[config.mk]
export PLATFORM = sky130hd
export DESIGN_NAME = windowed_rejection_trigger_top
export DESIGN_NICKNAME = d
export VERILOG_FILES = /design/src/rtl/core/wrt_pkg.sv /design/src/rtl/core/wrt_cell.sv /design/src/rtl/core/wrt_ctrl.sv /design/src/rtl/core/windowed_rejection_trigger_top.sv
export SDC_FILE = /design/constraint.sdc
export NUM_CORES = 1
export LEC_CHECK = 0
export BUFFER_PORTS_ARGS = -buffer_cell sky130_fd_sc_hd__buf_4
export CAP_MARGIN = 20
export CORE_MARGIN = 2
export CORE_UTILIZATION = 25
export DETAILED_ROUTE_END_ITERATION = 8
export PLACE_DENSITY_LB_ADDON = 0.1
export SYNTH_ARGS = -nofsm -noshare
export SYNTH_HDL_FRONTEND = slang
export SYNTH_SLANG_ARGS = --single-unit
[constraint.sdc]
create_clock -name clk_i -period 7.1 [get_ports clk_i]
set_input_delay 0.355 -clock clk_i [delete_from_list [all_inputs] [get_ports clk_i]]
set_output_delay 0.355 -clock clk_i [all_outputs]
set_load 0.1 [all_outputs]
[src/rtl/core/wrt_pkg.sv]
// Types and constants shared by the windowed rejection trigger modules.
package wrt_pkg;

  localparam int unsigned MaxWindow = 64;

  localparam int unsigned CntW  = 7;
  localparam int unsigned RateW = 17;
  localparam int unsigned CfgIdxW  = 3;
  localparam int unsigned CfgDataW = 17;
  localparam int unsigned TrigW = 32;
  localparam int unsigned ProdW = 24;

  localparam logic [RateW-1:0] ONE_Q16 = 17'd65536;

  localparam logic [CfgIdxW-1:0] REG_WINDOW_LENGTH   = 3'd0;
  localparam logic [CfgIdxW-1:0] REG_RATIO_THRESHOLD = 3'd1;
  localparam logic [CfgIdxW-1:0] REG_IDLE_RATE       = 3'd2;
  localparam logic [CfgIdxW-1:0] REG_BOOST_RATE      = 3'd3;
  localparam logic [CfgIdxW-1:0] REG_FEATURE_ENABLE  = 3'd4;

  localparam logic FUNC_OBSERVE = 1'b0;
  localparam logic FUNC_CLEAR   = 1'b1;

  localparam logic [CntW-1:0]  RST_WINDOW_LENGTH   = 7'd16;
  localparam logic [RateW-1:0] RST_RATIO_THRESHOLD = 17'd32768;
  localparam logic [RateW-1:0] RST_IDLE_RATE       = 17'd6554;
  localparam logic [RateW-1:0] RST_BOOST_RATE      = 17'd13107;
  localparam logic             RST_FEATURE_ENABLE  = 1'b1;

  typedef struct packed {
    logic func;
    logic rejected;
  } in_item_t;

  typedef struct packed {
    logic             is_active;
    logic [RateW-1:0] rate_out;
    logic [CntW-1:0]  reject_total;
    logic [CntW-1:0]  fill_level;
    logic [TrigW-1:0] trigger_total;
  } out_item_t;

  typedef struct packed {
    logic [CntW-1:0]  window_length;
    logic [RateW-1:0] ratio_threshold;
    logic [RateW-1:0] idle_rate;
    logic [RateW-1:0] boost_rate;
    logic             feature_enable;
  } cfg_t;

  // Broadcast to every window cell.
  typedef struct packed {
    logic            obs;     // an outcome enters this cycle
    logic            pop;     // oldest outcome leaves, chain shifts toward cell 0
    logic [CntW-1:0] target;  // cell that takes the new outcome
    logic            din;     // new outcome
  } cell_ctrl_t;

endpackage

[src/rtl/core/wrt_cell.sv]
// One window cell: holds one outcome, shifts toward cell 0 on a pop.
module wrt_cell #(
  parameter int unsigned IDX = 0
) (
  input  logic                clk_i,
  input  wrt_pkg::cell_ctrl_t ctrl_i,
  input  logic                next_i,
  output logic                q_o
);

  logic bit_q, bit_d;
  logic at_target;

  assign at_target = (int'(ctrl_i.target) == IDX);

  always_comb begin
    bit_d = bit_q;
    if (ctrl_i.obs) begin
      if (at_target) begin
        bit_d = ctrl_i.din;
      end else if (ctrl_i.pop) begin
        bit_d = next_i;
      end
    end
  end

  always_ff @(posedge clk_i) begin
    bit_q <= bit_d;
  end

  assign q_o = bit_q;

endmodule

[src/rtl/core/wrt_ctrl.sv]
// Window counters, ratio test, trigger counter and rate selection.
module wrt_ctrl (
  input  logic                 clk_i,
  input  logic                 rst_ni,
  input  logic                 fire_i,
  input  wrt_pkg::in_item_t    item_i,
  input  wrt_pkg::cfg_t        cfg_i,
  input  logic                 front_i,
  output wrt_pkg::cell_ctrl_t  cell_ctrl_o,
  output wrt_pkg::out_item_t   result_o
);

  logic [wrt_pkg::CntW-1:0]  held_q, held_d;
  logic [wrt_pkg::CntW-1:0]  reject_q, reject_d;
  logic                      active_q, active_d;
  logic [wrt_pkg::TrigW-1:0] edge_q, edge_d;

  logic [wrt_pkg::CntW-1:0]  len;
  logic                      obs, pop;
  logic [wrt_pkg::ProdW-1:0] lhs, rhs;
  logic [wrt_pkg::RateW:0]   rate_sum;
  logic [wrt_pkg::RateW-1:0] rate;

  always_comb begin
    if (cfg_i.window_length == '0) begin
      len = wrt_pkg::CntW'(1);
    end else if (int'(cfg_i.window_length) > wrt_pkg::MaxWindow) begin
      len = wrt_pkg::CntW'(wrt_pkg::MaxWindow);
    end else begin
      len = cfg_i.window_length;
    end
  end

  assign obs = fire_i && (item_i.func == wrt_pkg::FUNC_OBSERVE) && cfg_i.feature_enable;
  assign pop = obs && (held_q >= len);

  assign cell_ctrl_o.obs    = obs;
  assign cell_ctrl_o.pop    = pop;
  assign cell_ctrl_o.target = pop ? (held_q - wrt_pkg::CntW'(1)) : held_q;
  assign cell_ctrl_o.din    = item_i.rejected;

  // count * 1.0 >= threshold * length
  assign lhs = wrt_pkg::ProdW'({reject_d, 16'h0000});
  assign rhs = wrt_pkg::ProdW'(cfg_i.ratio_threshold) * wrt_pkg::ProdW'(len);

  always_comb begin
    held_d   = held_q;
    reject_d = reject_q;
    active_d = active_q;
    edge_d   = edge_q;
    if (fire_i && item_i.func == wrt_pkg::FUNC_CLEAR) begin
      held_d   = '0;
      reject_d = '0;
      active_d = 1'b0;
    end else if (obs) begin
      held_d   = pop ? held_q : held_q + wrt_pkg::CntW'(1);
      reject_d = reject_q + wrt_pkg::CntW'(item_i.rejected)
                 - wrt_pkg::CntW'(pop & front_i);
      active_d = (held_d == len) && (lhs >= rhs);
      if (!active_q && active_d && edge_q != '1) begin
        edge_d = edge_q + wrt_pkg::TrigW'(1);
      end
    end
  end

  always_ff @(posedge clk_i or negedge rst_ni) begin
    if (!rst_ni) begin
      held_q   <= '0;
      reject_q <= '0;
      active_q <= 1'b0;
      edge_q   <= '0;
    end else begin
      held_q   <= held_d;
      reject_q <= reject_d;
      active_q <= active_d;
      edge_q   <= edge_d;
    end
  end

  always_comb begin
    rate_sum = {1'b0, cfg_i.idle_rate};
    if (active_d) begin
      rate_sum = {1'b0, cfg_i.idle_rate} + {1'b0, cfg_i.boost_rate};
    end
    if (rate_sum > {1'b0, wrt_pkg::ONE_Q16}) begin
      rate = wrt_pkg::ONE_Q16;
    end else begin
      rate = rate_sum[wrt_pkg::RateW-1:0];
    end
  end

  assign result_o.is_active     = active_d;
  assign result_o.rate_out      = rate;
  assign result_o.reject_total  = reject_d;
  assign result_o.fill_level    = held_d;
  assign result_o.trigger_total = edge_d;

endmodule

[src/rtl/core/windowed_rejection_trigger_top.sv]
// Top level: config registers, window cell chain, control and output buffer.
// Results go to the output register, or to the skid entry on a stall.
// One item per cycle while skid is empty; the window state updates at accept.
// A two-entry output buffer keeps in_ready_o high while one result waits.
// Reset: config to defaults, counters and active cleared; cells are not reset
// (only cells written since the last clear are ever read).
module windowed_rejection_trigger_top (
  input  logic                            clk_i,
  input  logic                            rst_ni,
  input  logic                            in_valid_i,
  output logic                            in_ready_o,
  input  wrt_pkg::in_item_t               in_item_i,
  output logic                            out_valid_o,
  input  logic                            out_ready_i,
  output wrt_pkg::out_item_t              out_item_o,
  input  logic                            cfg_we_i,
  input  logic [wrt_pkg::CfgIdxW-1:0]     cfg_idx_i,
  input  logic [wrt_pkg::CfgDataW-1:0]    cfg_wdata_i
);

  wrt_pkg::cfg_t       cfg_q;
  wrt_pkg::cell_ctrl_t cell_ctrl;
  wrt_pkg::out_item_t  result;
  wrt_pkg::out_item_t  out_q, skid_q;
  logic                out_v_q, skid_v_q;
  logic                in_fire;
  logic [wrt_pkg::MaxWindow-1:0] cell_q;

  assign in_ready_o = !skid_v_q;
  assign in_fire    = in_valid_i && in_ready_o;

  always_ff @(posedge clk_i or negedge rst_ni) begin
    if (!rst_ni) begin
      cfg_q.window_length   <= wrt_pkg::RST_WINDOW_LENGTH;
      cfg_q.ratio_threshold <= wrt_pkg::RST_RATIO_THRESHOLD;
      cfg_q.idle_rate       <= wrt_pkg::RST_IDLE_RATE;
      cfg_q.boost_rate      <= wrt_pkg::RST_BOOST_RATE;
      cfg_q.feature_enable  <= wrt_pkg::RST_FEATURE_ENABLE;
    end else if (cfg_we_i) begin
      unique case (cfg_idx_i)
        wrt_pkg::REG_WINDOW_LENGTH:   cfg_q.window_length <= cfg_wdata_i[wrt_pkg::CntW-1:0];
        wrt_pkg::REG_RATIO_THRESHOLD: cfg_q.ratio_threshold <= cfg_wdata_i;
        wrt_pkg::REG_IDLE_RATE:       cfg_q.idle_rate <= cfg_wdata_i;
        wrt_pkg::REG_BOOST_RATE:      cfg_q.boost_rate <= cfg_wdata_i;
        wrt_pkg::REG_FEATURE_ENABLE:  cfg_q.feature_enable <= cfg_wdata_i[0];
        default: ;
      endcase
    end
  end

  // Oldest outcome always sits in cell 0.
  for (genvar i = 0; i < wrt_pkg::MaxWindow; i++) begin : g_cell
    logic next;
    if (i == wrt_pkg::MaxWindow - 1) begin : g_last
      assign next = cell_q[i];
    end else begin : g_mid
      assign next = cell_q[i+1];
    end
    wrt_cell #(
      .IDX(i)
    ) u_cell (
      .clk_i  (clk_i),
      .ctrl_i (cell_ctrl),
      .next_i (next),
      .q_o    (cell_q[i])
    );
  end

  wrt_ctrl u_ctrl (
    .clk_i       (clk_i),
    .rst_ni      (rst_ni),
    .fire_i      (in_fire),
    .item_i      (in_item_i),
    .cfg_i       (cfg_q),
    .front_i     (cell_q[0]),
    .cell_ctrl_o (cell_ctrl),
    .result_o    (result)
  );

  // Output register plus skid entry.
  always_ff @(posedge clk_i or negedge rst_ni) begin
    if (!rst_ni) begin
      out_v_q  <= 1'b0;
      skid_v_q <= 1'b0;
    end else if (!out_v_q || out_ready_i) begin
      if (skid_v_q) begin
        out_v_q  <= 1'b1;
        skid_v_q <= 1'b0;
      end else begin
        out_v_q <= in_fire;
      end
    end else if (in_fire) begin
      skid_v_q <= 1'b1;
    end
  end

  always_ff @(posedge clk_i) begin
    if (!out_v_q || out_ready_i) begin
      out_q <= skid_v_q ? skid_q : result;
    end else if (in_fire) begin
      skid_q <= result;
    end
  end

  assign out_valid_o = out_v_q;
  assign out_item_o  = out_q;

  a_skid_needs_out: assert property (@(posedge clk_i) disable iff (!rst_ni)
    skid_v_q |-> out_v_q)
    else $error("skid entry held without an output item");

  a_reject_le_fill: assert property (@(posedge clk_i) disable iff (!rst_ni)
    out_v_q |-> (out_q.reject_total <= out_q.fill_level))
    else $error("reject total exceeds fill level");

  a_rate_capped: assert property (@(posedge clk_i) disable iff (!rst_ni)
    out_v_q |-> (out_q.rate_out <= wrt_pkg::ONE_Q16))
    else $error("rate above 1.0");

  a_stall_fills_skid: assert property (@(posedge clk_i) disable iff (!rst_ni)
    (out_v_q && !out_ready_i && in_fire && !skid_v_q) |=> skid_v_q)
    else $error("stalled item not captured in skid entry");

endmodule

==> out/metrics.yaml <==
status: "finished, violations left"
violations: "negative setup slack"
yosysTopAreaCell: "edfxtp_1"
worst_skew_pair.late_latency_ns: 0.56
syn_avg_cell_area_um2: 10.9
r2r_slack_ns: -0.72
drive_gt1_share_pct: 33.5
grt_pass1_vias: 14700
critPathSlowestCell: "dfrtp_2"
cts.clk_slew.worst_paths_ns: 0.06
portBuffers: 92
start_kind: "flip-flop"
cts_buffer_depth: 3
final_common_cell: "buf_4"
antenna_found_initial: 0
setup_ws_ns: -0.718
grt_max_degree: 75
cts_tree: "done"
vias: 14000
route.detailed.drc: 0
path_buf_inv: 5
synth_area_leaders: "edfxtp_1 (31%), dfrtp_1 (12%), mux2_2 (9.7%), fa_1 (8.1%), ha_1 (5.5%)"
ir_drop_mv: 0.216
power_density_mw_per_mm2: 387
synth_edf_count: 192
crit_start: "cfg_q[58]"
critical_path_depth: 29
detail_route.wl_per_cell_um: 18.4
dp_hpwl_um: 38700
htree_num_levels: 2
synth_seq_cells: 300
ys_types: 75
cts_made_buffers: 38
drv_slew: 0
mostFrequentLayoutCells: "buf_4 (269), edfxtp_1 (192), nand2_1 (164), mux2_2 (152), inv_1 (110)"
timing.slew.headroom_pct: 8.00
fmax_ghz: 0.128
yosysSeqAreaShare_pct: 45.1
clock_skew_ns: 0.0373
tightestPinTransition_ns: 1.38
rows: 100
cap_violations: 0
wirelength_um: 54700
io_pins: 93
cp_top_family: "adder cells"
place_inst: 2867
grt_use_total_pct: 14.1
timing.rr.start: "cfg_q[58]"
place.gp.congestion: 0.831
hp-class: "primary input to flip-flop"
layout.nets: 2159
areaGrowthSynthToFinish_pct: 29.1
cpMostUsedCell: "fa_1"
synth_flop_cell: "edfxtp_1"
drtIter0Drc: 633
synth.top_cell.area_share_pct: 30.6
grt_first_pass_wirelength_um: 86000
ys_warn_count: 0
diodes: 0
setup_viol: 133
async_flop_share_pct: 36.0
initial_core_util_pct: 25.3
dr.pass1.iters: 4
pre_cts_slack_ns: -1.31
endpoint: "out_item_o[17]"
syn_nets: 1907
fin_crit_sh_pct: 110
r2r-end: "out_item_o[17]"
postSynthCellCount: 1721
leakage_nw: 9.94
r2r_cells: 29
syn-cell-area_mm2: 0.0188
cpPeakStageDelay_ns: 0.55
final.min_clock_period_ns: 7.82
cp_data_arrival_time_ns: 8.11
dieHeight_um: 278
hold_viol: 0
dieArea_mm2: 0.0775
core_area_mm2: 0.0744
clock_tree.root_cell: "clkbuf_16"
die_x_um: 278
crit_type: "flip-flop to flip-flop"
cts.sinks: 300
vias_per_cell: 4.70
rsz0062_at_grt: "true"
overflow: 0
critPathMaxFanout: 8
ant_nets: 0
cp.required_ns: 7.40
fin_cells: 2971
endpoint_kind: "flip-flop"
==> layer usage <==
layer | GRT usage, % | up-vias | part of all wire, %
met3 | 2.12 | 55 | 3.3
met1 | 19.2 | 7043 | 47
met2 | 23.4 | 200 | 48
met4 | 3.52 | 0 | 1.8
li1 | - | 6666 | -
met5 | 0 | - | 0
==> worst register-to-register path, delay by kind of cell, from the launching register on <==
family,cells,cell delay [ns]
adder cells (fa/ha/maj),6,2.62
AND/OR/NAND/NOR,9,1.98
AO/OA/AOI/OAI,9,1.83
buffers and inverters,5,0.59
flip-flops,1,0.55
==> synthesized netlist by cell type (3+ instances only) <==
cell type,number
a31oi_1,20
nand3b_1,4
o22a_1,3
dfrtp_1,90
edfxtp_1,192
and3_1,32
nor2_1,84
o21bai_1,7
nor3_1,22
or4_1,7
xnor2_1,30
nor4_1,26
inv_1,120
o2111ai_1,3
nand2_1,166
nor3b_1,3
o31ai_1,9
fa_1,76
xor2_1,31
a22o_1,4
a2111oi_0,4
nand3_1,25
o31a_1,6
mux2_2,162
o21a_1,10
mux2i_1,12
or3_1,12
o21ai_1,4
buf_2,10
dfstp_2,18
clkbuf_1,68
buf_1,6
o22ai_1,7
and2_1,76
a21o_1,14
nor4b_1,4
nand2b_1,14
nand4_1,16
nor2b_1,10
a21oi_1,118
o21ai_0,57
ha_1,83
a211oi_1,11
a32o_1,4
==> sequential cells by signal (all words and copies together), names as in the netlist <==
register	count
g_cell.u_cell.q_o	64
out_item_o	64
skid_q	64
cfg_q	59
u_ctrl.edge_q	32
u_ctrl.held_q	7
u_ctrl.reject_q	7
out_valid_o	1
skid_v_q	1
u_ctrl.active_q	1
==> power by group <==
| part | leakage [nW] | total (W) | internal, W | switching (W) |
|---|---|---|---|---|
| Sequential | 3.17 | 0.00224 | 0.00209 | 0.000153 |
| Clock | 0.595 | 0.00192 | 0.00112 | 0.000801 |
| Combinational | 6.18 | 0.00523 | 0.00223 | 0.00301 |
| Total | 9.94 | 0.00940 | 0.00544 | 0.00396 |
==> cell type report <==
| cell class | instances | area, um^2 |
|---|---|---|
| clock inverters | 23 | 214 |
| well taps | 969 | 1210 |
| repair buffers | 297 | 2410 |
| multi-input cells | 1214 | 10500 |
| flip-flops and latches | 300 | 8490 |
| fillers | 7514 | 50200 |
| clock buffers | 46 | 1000 |
| inverters | 122 | 465 |
==> per-stage QoR <==
stage	utilization [%]	power [W]	hold WS, ns	setup TNS, ns	cell area [um^2]
after floorplan	-	0.00540	0.0594	-17.36	19100
after global placement	29.5	0.00720	0.474	-129.26	22000
after detailed placement	29.6	0.00717	0.479	-128.94	22000
after CTS	31.7	0.00935	0.0113	-81.57	23600
after global routing	32.6	0.0101	0.0229	-118.52	24300
final	32.6	0.00940	0.0493	-65.07	24300
==> cells by family (layout without fill, tap and decap cells) <==
group	Yosys count	after routing	synth area share, %
AOI/OAI and AO/OA	306	306	10.2
xor gates and xnor gates	61	61	2.84
adders and majority gates	159	159	13.6
buffers and inverters	208	488	4.26
DFF	300	300	45.1
muxes	174	174	10.3
and+or+nand+nor	513	514	13.7
==> how the worst min path moves through the flow <==
stage	endpoint	cells after the start	start	slack [ns]
floorplan	cfg_q[11]	0	rst_ni	0.06
global placement	cfg_q[34]	1	rst_ni	0.47
detailed placement	cfg_q[34]	1	rst_ni	0.48
CTS	out_valid_o	3	in_valid_i	0.01
global route	out_valid_o	3	in_valid_i	0.02
finish	out_valid_o	3	in_valid_i	0.05
==> repair_timing <==
item	in CTS	in global routing
gates resized for setup	50	131
setup buffers	6	27
hold buffers	1	0
setup endpoints to repair	133	133
cloned	3	1
pin swaps	15	90
hold endpoints to repair	37	0
No activity file was read; power rests on OpenSTA's default activity.
